## config.mk

```make
export PLATFORM = sky130hd
export DESIGN_NAME = cpu8_alu_with_flags
export DESIGN_NICKNAME = d
export VERILOG_FILES = /design/src/rtl/c8alu_pkg.sv /design/src/rtl/cpu8_alu_with_flags.sv /design/src/rtl/c8alu_core.sv
export SDC_FILE = /design/constraint.sdc
export NUM_CORES = 1
export LEC_CHECK = 0
export BUFFER_PORTS_ARGS = -buffer_cell sky130_fd_sc_hd__buf_2
export CAP_MARGIN = 0
export CORE_MARGIN = 1
export CORE_UTILIZATION = 45
export DETAILED_ROUTE_END_ITERATION = 10
export GPL_ROUTABILITY_DRIVEN = 1
export SYNTH_ARGS = -nofsm -noshare
export SYNTH_HDL_FRONTEND = slang
export SYNTH_SLANG_ARGS = --single-unit
```

## constraint.sdc

```tcl
create_clock -name clk_i -period 6.79 [get_ports clk_i]
set_input_delay 1.358 -clock clk_i [delete_from_list [all_inputs] [get_ports clk_i]]
set_output_delay 1.358 -clock clk_i [all_outputs]
set_load 0.005 [all_outputs]
```

## src/rtl/c8alu_pkg.sv

```systemverilog
package c8alu_pkg;

  typedef enum logic [4:0] {
    OP_ADD8  = 5'd0,
    OP_SUB8  = 5'd1,
    OP_ADD16 = 5'd2,
    OP_RLC   = 5'd3,
    OP_RRC   = 5'd4,
    OP_RL    = 5'd5,
    OP_RR    = 5'd6,
    OP_SLA   = 5'd7,
    OP_SRA   = 5'd8,
    OP_SRL   = 5'd9,
    OP_SWAP  = 5'd10,
    OP_DEC8  = 5'd11,
    OP_DEC16 = 5'd12,
    OP_INC8  = 5'd13,
    OP_INC16 = 5'd14,
    OP_AND   = 5'd15,
    OP_OR    = 5'd16,
    OP_XOR   = 5'd17,
    OP_CPL   = 5'd18,
    OP_CP    = 5'd19,
    OP_DAA   = 5'd20,
    OP_SCF   = 5'd21,
    OP_CCF   = 5'd22,
    OP_BIT   = 5'd23,
    OP_RES   = 5'd24,
    OP_SET   = 5'd25
  } op_e;

  localparam logic [3:0] NibbleMax = 4'h9;
  localparam logic [7:0] ByteBcdMax = 8'h99;

  typedef struct packed {
    logic z;
    logic n;
    logic h;
    logic c;
  } flags_t;

  typedef struct packed {
    logic [4:0]  op;
    logic [7:0]  acc;
    logic [15:0] target;
    logic [15:0] source;
    logic        cin;
    logic [2:0]  bit_index;
    flags_t      flags;
  } req_t;

  typedef struct packed {
    logic [15:0] result;
    flags_t      flags;
  } rsp_t;

endpackage

```

## src/rtl/cpu8_alu_with_flags.sv

```systemverilog
// chan | valid       | stall       | payload
// in   | in_valid_i  | in_stall_o  | op_i acc_i target_i source_i cin_i bit_index_i {z,n,h,c}_in_i
// out  | out_valid_o | out_stall_i | result_o z_out_o n_out_o h_out_o c_out_o
//
// Two register stages: input register, then ALU logic into the result register.
// One beat per cycle while out_stall_i is low.
// Reset clears both valid bits; payload registers are not reset.
// A stalled output holds its beat; the input stage still takes one beat while
// the result register waits, then in_stall_o rises.
module cpu8_alu_with_flags (
  input  logic        clk_i,
  input  logic        rst_ni,
  input  logic        in_valid_i,
  output logic        in_stall_o,
  input  logic [4:0]  op_i,
  input  logic [7:0]  acc_i,
  input  logic [15:0] target_i,
  input  logic [15:0] source_i,
  input  logic        cin_i,
  input  logic [2:0]  bit_index_i,
  input  logic        z_in_i,
  input  logic        n_in_i,
  input  logic        h_in_i,
  input  logic        c_in_i,
  output logic        out_valid_o,
  input  logic        out_stall_i,
  output logic [15:0] result_o,
  output logic        z_out_o,
  output logic        n_out_o,
  output logic        h_out_o,
  output logic        c_out_o
);

  logic            in_valid_q;
  c8alu_pkg::req_t req_q;
  logic            out_valid_q;
  c8alu_pkg::rsp_t rsp_q;
  c8alu_pkg::rsp_t rsp_d;
  logic            out_adv;
  logic            in_adv;

  assign out_adv    = !out_valid_q || !out_stall_i;
  assign in_adv     = !in_valid_q || out_adv;
  assign in_stall_o = !in_adv;

  c8alu_core u_core (
    .req_i (req_q),
    .rsp_o (rsp_d)
  );

  always_ff @(posedge clk_i or negedge rst_ni) begin
    if (!rst_ni) begin
      in_valid_q  <= 1'b0;
      out_valid_q <= 1'b0;
    end else begin
      if (in_adv) begin
        in_valid_q <= in_valid_i;
      end
      if (out_adv) begin
        out_valid_q <= in_valid_q;
      end
    end
  end

  always_ff @(posedge clk_i) begin
    if (in_adv && in_valid_i) begin
      req_q <= '{op: op_i, acc: acc_i, target: target_i, source: source_i,
                 cin: cin_i, bit_index: bit_index_i,
                 flags: '{z: z_in_i, n: n_in_i, h: h_in_i, c: c_in_i}};
    end
    if (out_adv && in_valid_q) begin
      rsp_q <= rsp_d;
    end
  end

  assign out_valid_o = out_valid_q;
  assign result_o    = rsp_q.result;
  assign z_out_o     = rsp_q.flags.z;
  assign n_out_o     = rsp_q.flags.n;
  assign h_out_o     = rsp_q.flags.h;
  assign c_out_o     = rsp_q.flags.c;

endmodule

```

## src/rtl/c8alu_core.sv

```systemverilog
module c8alu_core (
  input  c8alu_pkg::req_t req_i,
  output c8alu_pkg::rsp_t rsp_o
);

  logic [7:0]  t;
  logic [7:0]  s;
  logic [7:0]  a;
  logic [8:0]  sum9;
  logic [4:0]  hsum5;
  logic [8:0]  dif9;
  logic [4:0]  hdif5;
  logic [8:0]  cdif9;
  logic [4:0]  hcdif5;
  logic [16:0] sum17;
  logic [12:0] hsum13;
  logic        daa_lo;
  logic        daa_hi;
  logic [7:0]  daa_adj;
  logic [7:0]  mask8;
  logic [7:0]  r8;
  c8alu_pkg::flags_t f;

  assign t = req_i.target[7:0];
  assign s = req_i.source[7:0];
  assign a = req_i.acc;

  assign sum9   = {1'b0, a} + {1'b0, s} + {8'd0, req_i.cin};
  assign hsum5  = {1'b0, a[3:0]} + {1'b0, s[3:0]} + {4'd0, req_i.cin};
  assign dif9   = {1'b0, a} - {1'b0, s} - {8'd0, req_i.cin};
  assign hdif5  = {1'b0, a[3:0]} - {1'b0, s[3:0]} - {4'd0, req_i.cin};
  assign cdif9  = {1'b0, a} - {1'b0, s};
  assign hcdif5 = {1'b0, a[3:0]} - {1'b0, s[3:0]};
  assign sum17  = {1'b0, req_i.target} + {1'b0, req_i.source};
  assign hsum13 = {1'b0, req_i.target[11:0]} + {1'b0, req_i.source[11:0]};
  assign mask8  = 8'd1 << req_i.bit_index;

  assign daa_lo = req_i.flags.n ? req_i.flags.h
                                : (req_i.flags.h || (a[3:0] > c8alu_pkg::NibbleMax));
  assign daa_hi = req_i.flags.n ? req_i.flags.c
                                : (req_i.flags.c || (a > c8alu_pkg::ByteBcdMax));
  assign daa_adj = {1'b0, daa_hi, daa_hi, 2'b00, daa_lo, daa_lo, 1'b0};

  always_comb begin
    f = req_i.flags;
    r8 = 8'd0;
    rsp_o.result = req_i.target;
    unique case (c8alu_pkg::op_e'(req_i.op))
      c8alu_pkg::OP_ADD8: begin
        r8 = sum9[7:0];
        f = '{z: r8 == 8'd0, n: 1'b0, h: hsum5[4], c: sum9[8]};
        rsp_o.result = {8'd0, r8};
      end
      c8alu_pkg::OP_SUB8: begin
        r8 = dif9[7:0];
        f = '{z: r8 == 8'd0, n: 1'b1, h: hdif5[4], c: dif9[8]};
        rsp_o.result = {8'd0, r8};
      end
      c8alu_pkg::OP_ADD16: begin
        f.n = 1'b0;
        f.h = hsum13[12];
        f.c = sum17[16];
        rsp_o.result = sum17[15:0];
      end
      c8alu_pkg::OP_RLC: begin
        r8 = {t[6:0], t[7]};
        f = '{z: r8 == 8'd0, n: 1'b0, h: 1'b0, c: t[7]};
        rsp_o.result = {8'd0, r8};
      end
      c8alu_pkg::OP_RRC: begin
        r8 = {t[0], t[7:1]};
        f = '{z: r8 == 8'd0, n: 1'b0, h: 1'b0, c: t[0]};
        rsp_o.result = {8'd0, r8};
      end
      c8alu_pkg::OP_RL: begin
        r8 = {t[6:0], req_i.flags.c};
        f = '{z: r8 == 8'd0, n: 1'b0, h: 1'b0, c: t[7]};
        rsp_o.result = {8'd0, r8};
      end
      c8alu_pkg::OP_RR: begin
        r8 = {req_i.flags.c, t[7:1]};
        f = '{z: r8 == 8'd0, n: 1'b0, h: 1'b0, c: t[0]};
        rsp_o.result = {8'd0, r8};
      end
      c8alu_pkg::OP_SLA: begin
        r8 = {t[6:0], 1'b0};
        f = '{z: r8 == 8'd0, n: 1'b0, h: 1'b0, c: t[7]};
        rsp_o.result = {8'd0, r8};
      end
      c8alu_pkg::OP_SRA: begin
        r8 = {t[7], t[7:1]};
        f = '{z: r8 == 8'd0, n: 1'b0, h: 1'b0, c: t[0]};
        rsp_o.result = {8'd0, r8};
      end
      c8alu_pkg::OP_SRL: begin
        r8 = {1'b0, t[7:1]};
        f = '{z: r8 == 8'd0, n: 1'b0, h: 1'b0, c: t[0]};
        rsp_o.result = {8'd0, r8};
      end
      c8alu_pkg::OP_SWAP: begin
        r8 = {t[3:0], t[7:4]};
        f = '{z: r8 == 8'd0, n: 1'b0, h: 1'b0, c: 1'b0};
        rsp_o.result = {8'd0, r8};
      end
      c8alu_pkg::OP_DEC8: begin
        r8 = t - 8'd1;
        f.z = (r8 == 8'd0);
        f.n = 1'b1;
        f.h = (t[3:0] == 4'h0);
        rsp_o.result = {8'd0, r8};
      end
      c8alu_pkg::OP_DEC16: begin
        rsp_o.result = req_i.target - 16'd1;
      end
      c8alu_pkg::OP_INC8: begin
        r8 = t + 8'd1;
        f.z = (r8 == 8'd0);
        f.n = 1'b0;
        f.h = (t[3:0] == 4'hF);
        rsp_o.result = {8'd0, r8};
      end
      c8alu_pkg::OP_INC16: begin
        rsp_o.result = req_i.target + 16'd1;
      end
      c8alu_pkg::OP_AND: begin
        r8 = a & s;
        f = '{z: r8 == 8'd0, n: 1'b0, h: 1'b1, c: 1'b0};
        rsp_o.result = {8'd0, r8};
      end
      c8alu_pkg::OP_OR: begin
        r8 = a | s;
        f = '{z: r8 == 8'd0, n: 1'b0, h: 1'b0, c: 1'b0};
        rsp_o.result = {8'd0, r8};
      end
      c8alu_pkg::OP_XOR: begin
        r8 = a ^ s;
        f = '{z: r8 == 8'd0, n: 1'b0, h: 1'b0, c: 1'b0};
        rsp_o.result = {8'd0, r8};
      end
      c8alu_pkg::OP_CPL: begin
        r8 = ~a;
        f.n = 1'b1;
        f.h = 1'b1;
        rsp_o.result = {8'd0, r8};
      end
      c8alu_pkg::OP_CP: begin
        f = '{z: cdif9[7:0] == 8'd0, n: 1'b1, h: hcdif5[4], c: cdif9[8]};
        rsp_o.result = {8'd0, a};
      end
      c8alu_pkg::OP_DAA: begin
        r8 = req_i.flags.n ? (a - daa_adj) : (a + daa_adj);
        f.z = (r8 == 8'd0);
        f.h = 1'b0;
        f.c = daa_hi;
        rsp_o.result = {8'd0, r8};
      end
      c8alu_pkg::OP_SCF: begin
        f.n = 1'b0;
        f.h = 1'b0;
        f.c = 1'b1;
        rsp_o.result = {8'd0, a};
      end
      c8alu_pkg::OP_CCF: begin
        f.n = 1'b0;
        f.h = 1'b0;
        f.c = ~req_i.flags.c;
        rsp_o.result = {8'd0, a};
      end
      c8alu_pkg::OP_BIT: begin
        f.z = ((t & mask8) == 8'd0);
        f.n = 1'b0;
        f.h = 1'b1;
        rsp_o.result = {8'd0, t};
      end
      c8alu_pkg::OP_RES: begin
        r8 = t & ~mask8;
        rsp_o.result = {8'd0, r8};
      end
      c8alu_pkg::OP_SET: begin
        r8 = t | mask8;
        rsp_o.result = {8'd0, r8};
      end
      default: begin
        rsp_o.result = req_i.target;
      end
    endcase
    rsp_o.flags = f;
  end

endmodule

```

* After elaboration in Yosys (flattened, before gate mapping) *
Cells that the tools add are included.

operators by class
  multiplexer cells = 8
  equal/unequal tests = 26
  magnitude comparators = 2
  shift-type cells = 1
  $add $sub $neg = 16
  bitwise operators = 9
  reduce and logical (&&, ||, !) cells = 38

operators with widths
  cell                                                 number
  one-hot mux 16 bit (24 select lines)                 1
  logical NOT 8 bit                                    16
  == test 5 bit (second input constant)                10
  == test 5 x 4 -> 1 bit (second input constant)       8
  AND 8 bit                                            3
  == test 5 x 3 -> 1 bit (second input constant)       4
  one-hot mux 1 bit (18 select lines)                  1
  adder 16 x 16 -> 17 bit                              1
  OR reduction 17 bit                                  1
  adder 16 x 1 -> 16 bit (second input constant)       1
  NOT 8 bit                                            2
  bitwise OR 8 bit                                     2
  subtractor 16 x 1 -> 16 bit (second input constant)  1
  logical NOT 7 bit                                    2
  adder 12 x 12 -> 13 bit                              1
  OR reduction 13 bit                                  1
  OR reduction 4 bit                                   3
  == test 5 x 2 -> 1 bit (second input constant)       2
  one-hot mux 1 bit (10 select lines)                  1
  adder 8 x 8 -> 9 bit                                 1
  adder 9 x 1 -> 9 bit                                 1
  OR reduction 3 bit                                   3
  subtractor 8 x 8 -> 9 bit                            1
  subtractor 9 x 1 -> 9 bit                            1
  24 further kinds                                     32

storage, ports and cells
  bits of input ports = 57
  output and inout port bits = 22
  register bits = 75
  word-level logic and storage cells = 117

* Longest topological paths before layout *
  depth in word-level cells = 7
  mapped depth = 14
  mapped depth without buffers = 14

* Modules after synthesis *
Synthesis repeated with hierarchy kept, for this count alone.

second synthesis, totals
  cells, all modules = 854
  area, all modules = 7402.1 sq um

modules (own cells, without submodules)
  module               instances  cells each  area an instance (sq um)  seq. area each (sq um)
  c8alu_core           1          773         5117.4                    0.0
  cpu8_alu_with_flags  1          81          2284.7                    2242.2

* Worst setup path after synthesis *
OpenSTA, ideal clock, no wires.

  kind = register to register
  from = register req_q[52] (netlist bit)
  to = register rsp_q, in the netlist result_o[15], data pin
  path slack = 3.317 ns
  setup time = 0.256 ns
  period minus slack after synthesis = 3.473 ns
  required time = 6.534 ns
  path buffers = 1
  arrival time = 3.217 ns
  cell stages (with the launch flop) = 14
  cell sequence = edfxtp_1 -> buf_4 -> or2_1 -> nor2_1 -> nand2_1 -> ha_1 -> a211o_1 -> a21o_1 -> a31oi_1 -> o21ai_1 -> o41ai_2 -> xnor2_1 -> o32a_1 -> o21ai_1

RTL lines
  item                    RTL line                   RTL
  from (decl)             cpu8_alu_with_flags.sv:35  c8alu_pkg::req_t req_q;
  from (signal assigned)  cpu8_alu_with_flags.sv:67  req_q <= '{op: op_i, acc: acc_i, target: target_i, source: source_i,
  to (signal assigned)    cpu8_alu_with_flags.sv:72  rsp_q <= rsp_d;
  to (decl)               cpu8_alu_with_flags.sv:37  c8alu_pkg::rsp_t rsp_q;

==> key figures <==
Critical path
  • Endpoint type of the worst setup path: register
  • Worst endpoint required time: 6900 ps
  • Startpoint Class: register
  • Arrival @ worst endpoint: 4780 ps
  • CP max FO: 31
  • Crit path kind: register to register

Floorplan
  • Core area: 16100 um2
  • Initial Util: 0.468
  • Top Ports: 79
  • Die area: 17300 um2
  • Chip width: 131 um
  • Vert. Die Dim: 131 um
  • Core Rows: 46

Global route
  • Initial antenna violation count: 0
  • Vias in the first global route: 6978
  • Grt ovf: 0
  • Global-route wire length before repair: 41700 um
  • Pin count of the biggest net entering global routing: 54
  • GRT Util Overall: 0.317

STA
  • Worst-margin pin slew: 1160 ps
  • Max-slew violation count: 0
  • Clk_skew: 6.58 ps
  • Finish-stage setup viols: 0
  • Fin Setup TNS: 0 ps
  • Headroom to the max-slew limit: 0.223
  • FMAX: 0.214 GHz
  • Final Hold Slack: 486 ps
  • RSZ-0062 raised after global routing: no
  • Tcrit/Tclk final: 0.688
  • Fin. Hold Viols: 0
  • Final worst path period need: 4670 ps

Clocking
  • Clk root buf: clkbuf_16
  • H-tree depth reported by CTS: 3
  • Clock Latency Late Sink: 350 ps
  • Maximum clock path buffer count: 2
  • Post-cts sizing count: 0
  • CTS tree: yes
  • Setup Buffers After CTS: 0
  • CTS clock-pin slew for the worst setup and hold paths: 70 ps
  • Clock tree sinks: 75
  • Post-CTS Hold Fix Bufs: 0
  • TritonCTS Buffers: 9

Run status
  • Status: completed

Placement
  • Post-DP HPWL: 20800 um
  • Port-buffer cells: 78
  • Dpl cell area: 8100 um2
  • Routability cong.: 1.01

Layout
  • Fillers: 1559
  • Share of layout cells above drive strength 1: 0.147
  • Final #Nets: 1059
  • Synth-to-Final Area Change: 11.3%
  • Antenna diodes: 0
  • Most frequent cells in the layout: nor2_1 (84), buf_2 (78), edfxtp_1 (73), ha_1 (69), a21oi_1 (63)
  • Design Area, Final: 8390 um2
  • Most common cell after layout, fill and taps aside: nor2_1
  • Area occupied by multi-input gates: 4930 um2
  • Reg area: 2240 um2

Routing
  • Final antenna-violating net count: 0
  • Vias: 7451
  • WL final: 27200 um
  • DRC: 0
  • Via density: 6.49
  • WL/cell: 23.7 um
  • DR pass1 iterations: 8
  • DRT iter0 DRCs: 1091

Synthesis
  • #FFs+latches synth: 75
  • Asr flop ratio synth: 0.0267
  • Syn nets: 1002
  • Yosys cell types: 83
  • Sequential element share of the synthesized area: 0.298
  • Cell area after synthesis: 7530 um2
  • YS warnings: 0
  • Cells after Synth: 870
  • EDFF count, synth: 73
  • Syn avg cell area: 8.66 um2
  • Ys flop type: edfxtp_1

Pwr
  • Pwr Total: 1620 uW
  • VDD IR max: 0.144 mV
  • Leakage dissipation: 0.00326 uW
  • Power Density: 193 nW/um2

Min path
  • Worst hold path class: register to register

Run
  • Max cap viols: 0
[flip-flops by register name, summed over array words and instances, names as in the netlist]
signal / flops
n_out_o: 1
result_o: 16
in_valid_q: 1
h_out_o: 1
z_out_o: 1
out_valid_o: 1
c_out_o: 1
req_q: 53
[per-layer routing]
layer  global-route usage  vias to the layer above  part of all wire
met5                    0                        -                 0
met1                0.438                     3522              0.43
met3               0.0694                       63             0.097
met4                0.117                        0             0.036
met2                0.485                      441              0.44
li1                     -                     3425                 -
[worst paths after layout]
| kind | from | end | slack, ps | cells past startpoint |
|---|---|---|---|---|
| max | req_q[51]$_DFFE_PP_ | result_o[15]$_DFFE_PP_ | 2120 | 12 |
| min | in_valid_q$_DFFE_PN0N_ | out_valid_o$_DFFE_PN0P_ | 490 | 1 |
| max reg2reg | req_q[51]$_DFFE_PP_ | result_o[15]$_DFFE_PP_ | 2120 | 12 |
| min reg2reg | in_valid_q$_DFFE_PN0N_ | out_valid_o$_DFFE_PN0P_ | 490 | 1 |
| max in group asynchronous | rst_ni | in_valid_q$_DFFE_PN0N_ | 5920 | 1 |
| min in group asynchronous | rst_ni | out_valid_o$_DFFE_PN0P_ | 780 | 1 |
[cell usage after synthesis, drive strengths merged, types with 11 or more instances]
library cell / count / area, um2
nor3: 37 / 190
buf: 14 / 75.1
edfxtp: 73 / 2190
xor2: 19 / 166
a21oi: 65 / 333
nand4: 11 / 68.8
and3: 12 / 75.1
a31oi: 20 / 125
nor4: 13 / 81.3
ha: 69 / 863
nor2: 85 / 322
o22ai: 14 / 87.6
o21ai: 51 / 255
clkbuf: 28 / 105
nand2b: 15 / 101
nand3: 21 / 110
nor2b: 12 / 75.1
inv: 50 / 188
xnor2: 33 / 297
nand2: 46 / 173
a22oi: 12 / 90.1
a221oi: 16 / 146
[kinds of logic after synthesis]
family                     count (synthesis)  share of synthesized area
DFF                                       75                      0.298
muxes                                      8                     0.0111
xor gates and xnor gates                  52                     0.0614
adders and majority gates                 75                      0.131
AOI/OAI and AO/OA                        275                      0.251
and+or+nand+nor                          293                      0.199
buffers and inverters                     92                     0.0488
[final cells by class]
cell class                      instances  share of cell area
Multi-Input combinational cell        703               0.588
Inverter                               50              0.0224
Clock inverter                          7             0.00791
Sequential cell                        75               0.267
Timing Repair Buffer                   88              0.0555
Tap cell                              216              0.0322
Clock buffer                            9              0.0269
[per-stage QoR]
step	utilization	worst slack [ps]	std cells
2_1_floorplan	-	3320	870
3_3_place_gp	0.502	2370	1132
3_5_place_dp	0.502	2250	1132
4_1_cts	0.520	2200	1148
5_1_grt	0.520	1700	1148
6_report	0.520	2120	1148
[worst max-delay path, stage by stage, from the launching register on]
cell	delay, ps
edfxtp_1	930
nand2_1	310
nor2_1	610
nand2_1	570
ha_1	500
a211o_1	340
a21o_1	170
a31oi_1	190
o21ai_1	140
o41ai_2	260
xnor2_1	180
o32a_1	160
o21ai_1	60
[report_power, final]
group | internal, uW | switching [uW]
combinational | 206 | 326
clock | 258 | 221
sequential | 554 | 51.8
total | 1020 | 599
No activity file was read; power rests on OpenSTA's default activity.
